## src/rtl/core/huffman_tree_walk_decoder_top_macros.svh

```systemverilog
// Assertion macros shared by the tree-walk decoder RTL.
// Depends on nothing; included by the modules that carry assertions.
`ifndef HUFFMAN_TREE_WALK_DECODER_TOP_MACROS_SVH
`define HUFFMAN_TREE_WALK_DECODER_TOP_MACROS_SVH

// Same-cycle implication, disabled while reset is asserted.
`define HTWD_ASSERT_IMPLY(label, clk, rst_n, ante, cons, msg) \
  label: assert property (@(posedge clk) disable iff (!rst_n) (ante) |-> (cons)) \
    else $error(msg);

// Next-cycle implication, disabled while reset is asserted.
`define HTWD_ASSERT_NEXT(label, clk, rst_n, ante, cons, msg) \
  label: assert property (@(posedge clk) disable iff (!rst_n) (ante) |=> (cons)) \
    else $error(msg);

`endif

```

## src/rtl/core/htwd_pkg.sv

```systemverilog
// Shared constants, command codes and control/status types for the decoder.
// No dependencies; every file but the macro header imports it.
`timescale 1ns / 1ps

package htwd_pkg;

  localparam int CMD_W    = 2;
  localparam int NODE_W   = 8;
  localparam int CHILD_W  = 9;
  localparam int SYM_W    = 8;
  localparam int BLKLEN_W = 24;
  localparam int BYTE_W   = 8;
  localparam int BIT_IDX_W = 3;

  localparam int TABLE_NODES_DEF  = 255;
  localparam int LENGTH_WIDTH_DEF = 24;

  localparam logic [CMD_W-1:0] CMD_LOAD  = 2'd0;
  localparam logic [CMD_W-1:0] CMD_START = 2'd1;
  localparam logic [CMD_W-1:0] CMD_DATA  = 2'd2;

  // Controller to datapath.
  typedef struct packed {
    logic load;   // write one node into the table
    logic start;  // set the length and return the walk to the root
    logic latch;  // capture a data byte
    logic fetch;  // read the node at the current walk position
    logic step;   // consume one bit
    logic flush;  // move the held symbol out, tagged last of run
  } ctrl_cmd_t;

  // Datapath to controller.
  typedef struct packed {
    logic left_zero;
    logic left_one;
    logic leaf;
    logic pend_valid;
    logic out_free;
    logic last_bit;
  } dp_status_t;

endpackage

```

## src/rtl/core/htwd_ctrl.sv

```systemverilog
// Sequencer for the tree walk: accepts commands and steps one bit per cycle unless a full output stalls it.
// Depends on htwd_pkg and the assertion macro header.
`timescale 1ns / 1ps
`include "huffman_tree_walk_decoder_top_macros.svh"

module htwd_ctrl (
  input  logic                      clk,
  input  logic                      rst_n,
  input  logic                      in_valid,
  input  logic [htwd_pkg::CMD_W-1:0] in_cmd,
  output logic                      in_ready,
  input  htwd_pkg::dp_status_t      dp_st,
  output htwd_pkg::ctrl_cmd_t       cmd_o
);
  import htwd_pkg::*;

  localparam logic [1:0] ST_IDLE  = 2'd0;
  localparam logic [1:0] ST_FETCH = 2'd1;
  localparam logic [1:0] ST_BIT   = 2'd2;
  localparam logic [1:0] ST_FLUSH = 2'd3;

  logic [1:0] state_r;
  logic [1:0] state_nxt;
  logic       in_xfer;
  logic       stall;
  logic       done;

  assign in_ready = (state_r == ST_IDLE);
  assign in_xfer  = in_valid && in_ready;
  // Hold a leaf while the previous symbol cannot leave.
  assign stall    = dp_st.leaf && dp_st.pend_valid && !dp_st.out_free;
  assign done     = dp_st.last_bit || (dp_st.leaf && dp_st.left_one);

  always_comb begin
    state_nxt = state_r;
    cmd_o     = '0;
    unique case (state_r)
      ST_IDLE: begin
        if (in_xfer) begin
          unique case (in_cmd)
            CMD_LOAD:  cmd_o.load  = 1'b1;
            CMD_START: cmd_o.start = 1'b1;
            CMD_DATA: begin
              if (!dp_st.left_zero) begin
                cmd_o.latch = 1'b1;
                state_nxt   = ST_FETCH;
              end
            end
            default: ;
          endcase
        end
      end
      ST_FETCH: begin
        cmd_o.fetch = 1'b1;
        state_nxt   = ST_BIT;
      end
      ST_BIT: begin
        if (!stall) begin
          cmd_o.step = 1'b1;
          if (done) begin
            state_nxt = ST_FLUSH;
          end
        end
      end
      ST_FLUSH: begin
        if (!dp_st.pend_valid) begin
          state_nxt = ST_IDLE;
        end else if (dp_st.out_free) begin
          cmd_o.flush = 1'b1;
          state_nxt   = ST_IDLE;
        end
      end
    endcase
  end

  always_ff @(posedge clk) begin
    if (!rst_n) begin
      state_r <= ST_IDLE;
    end else begin
      state_r <= state_nxt;
    end
  end

  `HTWD_ASSERT_IMPLY(a_flush_room, clk, rst_n, cmd_o.flush, dp_st.pend_valid && dp_st.out_free, "flush without pending symbol or output room")
  `HTWD_ASSERT_NEXT(a_done_flush, clk, rst_n, cmd_o.step && done, state_r == ST_FLUSH, "byte end did not reach flush")
  `HTWD_ASSERT_NEXT(a_stall_hold, clk, rst_n, state_r == ST_BIT && stall, state_r == ST_BIT, "walk left a stalled bit")

endmodule

```

## config.mk

```make
export PLATFORM = sky130hd
export DESIGN_NAME = htwd_ctrl
export DESIGN_NICKNAME = d
export VERILOG_FILES = /design/src/rtl/core/htwd_pkg.sv /design/src/rtl/core/htwd_ctrl.sv
export VERILOG_INCLUDE_DIRS = /design/src /design/src/rtl/core
export SDC_FILE = /design/constraint.sdc
export NUM_CORES = 1
export LEC_CHECK = 0
export BUFFER_PORTS_ARGS = -buffer_cell sky130_fd_sc_hd__buf_2
export CORE_AREA = 2 2 39 41
export DETAILED_ROUTE_END_ITERATION = 16
export DIE_AREA = 0 0 41 43
export MAX_ROUTING_LAYER = met4
export SYNTH_ARGS = -nofsm -noshare
export SYNTH_HDL_FRONTEND = slang
export SYNTH_SLANG_ARGS = --single-unit
```

## constraint.sdc

```tcl
create_clock -name clk -period 1.1 [get_ports clk]
set_input_delay 0.11 -clock clk [delete_from_list [all_inputs] [get_ports clk]]
set_output_delay 0.11 -clock clk [all_outputs]
set_load 0.005 [all_outputs]
```

==> flow_summary.ini, run 1 <==
[outcome]
outcome = finished, violations left
violations = negative setup slack

[timing]
finalSetupTns_ps = -1010
setup-violations-final = 9
final.setup_skew_ps = 1.14
clock.fmax_mhz = 776
holdWs_ps = 127
maxSlewViolCount = 0
slew_headroom = 0.879
period_needed_ps = 1290
rsz0062_at_grt = true
final.setup.worst_slack_ps = -188
worst_pin_slew_ps = 181
final.period_utilization = 1.17
hold_viol_final = 0

[clocking]
cts-root-buf = clkbuf_4
clk_pin_slew_ps = 30
cts_sinks = 2
cts_tree = yes
clock_path_buffers = 2
clock_latency_ps = 220
cts-buffers-inserted = 3
htree_levels = 1

[yosys]
async_flop_share = 0
synth.distinct_cells = 18
yosysTopAreaCellShare = 0.205
syn-instance-count = 27
avgSynthCellArea_um2 = 9.04
synth_area_leaders = ha_1 (21%), dfxtp_1 (16%), o31ai_4 (8.7%)
yosys_warnings = 0
synth.top_cells.by_count = ha_1 (4), nand2_1 (4), inv_1 (3)
seq_area_frac_synth = 0.164
ys_ff_latch = 2
syn_area_um2 = 244
synth_nets = 42
synth.largest_area_cell = ha_1
synth_edf_count = 0
ys.flop_type = dfxtp_1

[finish]
antennaDiodeCount = 0
drive_above_1_share = 0.828
regMostFlops = state_r
fin_cells = 74
top_regs = state_r (2)
nets = 75
syn_to_final_growth_pct = 111
largest_reg_flops = 2
final_util = 0.372

[worst_setup_path]
r2r_start = state_r[0]$_SDFFE_PN0P_
r2r_cells = 6
arrival_ps = 1180
crit_start = state_r[0]$_SDFFE_PN0P_
critPathKind = reg2out
timing.reg2reg.setup_slack_ps = -90
end_kind = output pin
start_kind = flip-flop
crit_fanout = 3
cp-endpoint = cmd_o[3]
crit_required_ps = 990
r2r_end = state_r[0]$_SDFFE_PN0P_

[global_routing]
grt_remaining_overflow = 0
grt_max_degree = 5
grt_use_total = 0.104
grt_pass1_vias = 312
antenna_found_initial = 0
grt_pass1_wl_mm = 1.08

[routing]
drcViolationCount = 0
drt_iter0_drc = 1
vias = 307
antenna_left = 0
wl_per_cell_um = 9.18
first_pass_iters = 2
vias_per_cell = 4.15
drt_wl_total_um = 679

[place]
dp.cells = 65
place_congestion = 0.670
dp_hpwl_um = 513
io_buffer_count = 17
dp_slack_ps = -72.5

[die]
core-area_um2 = 1380
die-area_um2 = 1760
initial_core_util = 0.176
rows = 14
io_pins = 18
die_w_um = 41
fp.dieH_um = 43

[pwr]
powerDensity_nw_per_um2 = 1970
ir_worst_vdd_uv = 650
p_leak_nw = 0.256

[flow_run]
cap_violations = 0

[hold_path]
hold_path.class = in2reg
-- worst max-delay path, cell delays in order, from the launching register on --
cell,delay (ps)
dfxtp_2,330
inv_4,70
ha_4,150
nand2_4,60
nor4b_2,200
buf_2,150
-- stage by stage --
stage          total power, W  cell area, um2
2_1_floorplan        0.000417             259
3_3_place_gp         0.000625             402
3_5_place_dp         0.000642             402
4_1_cts              0.000989             499
5_1_grt               0.00109             514
6_report              0.00101             514
-- worst min-delay path by stage --
stage,startpoint,to,slack (ps),depth (start not counted)
5_1_grt,rst_n,state_r[0]$_SDFFE_PN0P_,140,3
6_report,rst_n,state_r[0]$_SDFFE_PN0P_,130,3
2_1_floorplan,rst_n,state_r[0]$_SDFFE_PN0P_,240,2
3_5_place_dp,rst_n,state_r[0]$_SDFFE_PN0P_,370,3
3_3_place_gp,rst_n,state_r[0]$_SDFFE_PN0P_,380,3
4_1_cts,rst_n,state_r[0]$_SDFFE_PN0P_,120,3
-- power breakdown --
| part | switching [W] | internal [W] |
|---|---|---|
| clock | 0.0000423 | 0.000120 |
| combinational | 0.000280 | 0.000435 |
| sequential | 0.0000286 | 0.000105 |
| total | 0.000351 | 0.000660 |
-- cell usage in the layout, fill, tap and decap left out, types with 2 or more instances in the layout --
| master | synthesis | layout |
|---|---|---|
| clkbuf_4 | 0 | 3 |
| ha_4 | 0 | 2 |
| nand2_1 | 4 | 3 |
| dfxtp_2 | 0 | 2 |
| buf_4 | 0 | 10 |
| buf_2 | 0 | 17 |
-- cell type report --
type	count	area [um2]
fillers	145	870
flip-flops and latches	2	42.5
inverters	3	13.8
clock buffers	3	22.5
multi-input cells	22	244
repair buffers	28	171
well taps	16	20.0
-- logic make-up (layout without fill, tap and decap cells) --
| group | after synthesis | count (layout) | synth area share |
|---|---|---|---|
| simple gates | 13 | 13 | 0.338 |
| fa+ha+maj | 4 | 4 | 0.205 |
| compound gates | 4 | 4 | 0.205 |
| mux | 1 | 1 | 0.0410 |
| buf+inv | 3 | 34 | 0.0462 |
| flops | 2 | 2 | 0.164 |
-- routing by layer --
| layer | global-route usage | vias to the layer above | wire [um] |
|---|---|---|---|
| li1 | - | 159 | - |
| met1 | 0.0801 | 136 | 237 |
| met2 | 0.163 | 12 | 395 |
| met3 | 0.0314 | 0 | 46 |
| met4 | 0.120 | 0 | 0 |
| met5 | - | - | 0 |
-- what timing repair did --
action,in CTS,in global routing
pin swaps,5,5
gates resized for setup,9,2
hold buffers,0,0
setup endpoints to repair,8,9
setup buffers,5,1
(Power assumes the default switching activity.)
==> run 2, diff against run 1 <==
--- a/config.mk
+++ b/config.mk
@@ -11,6 +11,7 @@
 export DETAILED_ROUTE_END_ITERATION = 16
 export DIE_AREA = 0 0 41 43
 export MAX_ROUTING_LAYER = met4
+export PLACE_DENSITY = 0.48
 export SYNTH_ARGS = -nofsm -noshare
 export SYNTH_HDL_FRONTEND = slang
 export SYNTH_SLANG_ARGS = --single-unit
==> flow_summary.ini, run 2 (synthesis gave the netlist of run 1 again) <==
[pwr]
ir_worst_vdd_uv = 722
internal_power_w = 0.000645
pwr-share-seq = 0.129
p_comb_frac = 0.709
swShare = 0.366
p_switching_w = 0.000373
p_leak_nw = 0.254
pwr-share-clk = 0.163
power_w = 0.00102
powerDensity_nw_per_um2 = 1920

[outcome]
violations = negative setup slack
outcome = finished, violations left

[die]
io_pins = 18
die_w_um = 41
core-area_um2 = 1380
die-area_um2 = 1760
initial_core_util = 0.176
fp.dieH_um = 43
rows = 14

[global_routing]
antenna_found_initial = 0
grt_max_degree = 5
grt_pass1_vias = 282
grt_remaining_overflow = 0
grt_use_total = 0.101
grt_pass1_wl_mm = 1.10

[finish]
drive_above_1_share = 0.825
final_cell_mix = buf_2 (15), buf_4 (8), buf_6 (4)
layout_commonest_cell = buf_2
regMostFlops = state_r
final_area_um2 = 531
fill_cells = 149
top_regs = state_r (2)
syn_to_final_growth_pct = 117
largest_reg_flops = 2
nets = 74
antennaDiodeCount = 0

[worst_setup_path]
path_cells = buf_4 > ha_4 > nand3b_1 > nand3_2 > a221oi_2
end_kind = flip-flop
crit_required_ps = 1230
arrival_ps = 1420
start_kind = flip-flop
max_stage_delay_ps = 320
critPathSlowestCell = dfxtp_2
critPathKind = reg2reg
crit_fanout = 2
r2r_cells = 5
timing.reg2reg.setup_slack_ps = -190

[routing]
wl_met1_um = 271
vias_per_cell = 4.18
drt_iter0_drc = 0
drt_wl_total_um = 711
routed.top_layer = met3
first_pass_iters = 1
drcViolationCount = 0
wl_met2_um = 395
wl_per_cell_um = 9.74
route.met3.wl_um = 44
vias = 305
antenna_left = 0

[clocking]
cts_hold_buf = 0
cts-root-buf = clkbuf_4
htree_levels = 1
clock_latency_ps = 230
cts_tree = yes
clock_path_buffers = 2
cts_sinks = 2
clk_pin_slew_ps = 30
cts-buffers-inserted = 3

[hold_path]
hold_path.class = in2reg
holdPathStages = 3

[timing]
final.period_utilization = 1.18
maxSlewViolCount = 0
slew_headroom = 0.854
final.setup_skew_ps = 4.40
holdWs_ps = 152
setup-violations-final = 9
finalSetupTns_ps = -1190
worst_pin_slew_ps = 220
hold_viol_final = 0
rsz0062_at_grt = true
final.setup.worst_slack_ps = -194
clock.fmax_mhz = 773
period_needed_ps = 1290

[place]
placed_area_um2 = 387
dp_slack_ps = -76.9
io_buffer_count = 17
dp_hpwl_um = 462
place_congestion = 0.719

[flow_run]
cap_violations = 0
==> run 2: repair_timing <==
action | in CTS | in global routing
pin swaps | 4 | 4
endpoints found under the setup margin | 8 | 9
resized for setup | 12 | 3
setup buffers | 7 | 1
gates cloned | 0 | 0
==> run 2: final timing paths <==
| check | endpoint | start |
|---|---|---|
| hold / removal | state_r[1]$_SDFFE_PN0P_ | rst_n |
| setup reg to reg | state_r[0]$_SDFFE_PN0P_ | state_r[0]$_SDFFE_PN0P_ |
| hold reg to reg | state_r[1]$_SDFFE_PN0P_ | state_r[1]$_SDFFE_PN0P_ |
| setup / recovery | state_r[0]$_SDFFE_PN0P_ | state_r[0]$_SDFFE_PN0P_ |
==> run 2: routing by layer <==
layer  up-vias  global-route usage
met5         -                   -
met2         9               0.163
met1       138              0.0895
li1        158                   -
met3         0              0.0471
met4         0              0.0600
==> run 2: worst max-delay path: cells and delay by family (launching register included) <==
kind / cells / cell delay [ps]
compound gates: 1 / 310
fa+ha+maj: 1 / 150
buf+inv: 1 / 140
flops: 1 / 320
simple gates: 2 / 270
==> run 2: cell type report <==
class                      count  area [um2]  share of cell area
clock buffer                   3        22.5              0.0425
inverter                       3        13.8              0.0259
multi-input combinational     22         251               0.474
sequential                     2        42.5              0.0802
tap                           16        20.0              0.0377
timing repair buffer          27         180               0.340
==> run 2: power groups by stage <==
| stage | clock network, W | logic (W) | registers [W] |
|---|---|---|---|
| after floorplan | 0 | 0.000295 | 0.000122 |
| after global placement | 0 | 0.000445 | 0.000128 |
| after detailed placement | 0 | 0.000448 | 0.000125 |
| after CTS | 0.000180 | 0.000664 | 0.000124 |
| after global routing | 0.000187 | 0.000777 | 0.000136 |
| final | 0.000166 | 0.000722 | 0.000131 |
==> run 2: stage by stage <==
stage | cells | utilization
2_1_floorplan | 27 | -
3_3_place_gp | 63 | 0.279
3_5_place_dp | 63 | 0.279
4_1_cts | 72 | 0.369
5_1_grt | 73 | 0.383
6_report | 73 | 0.383
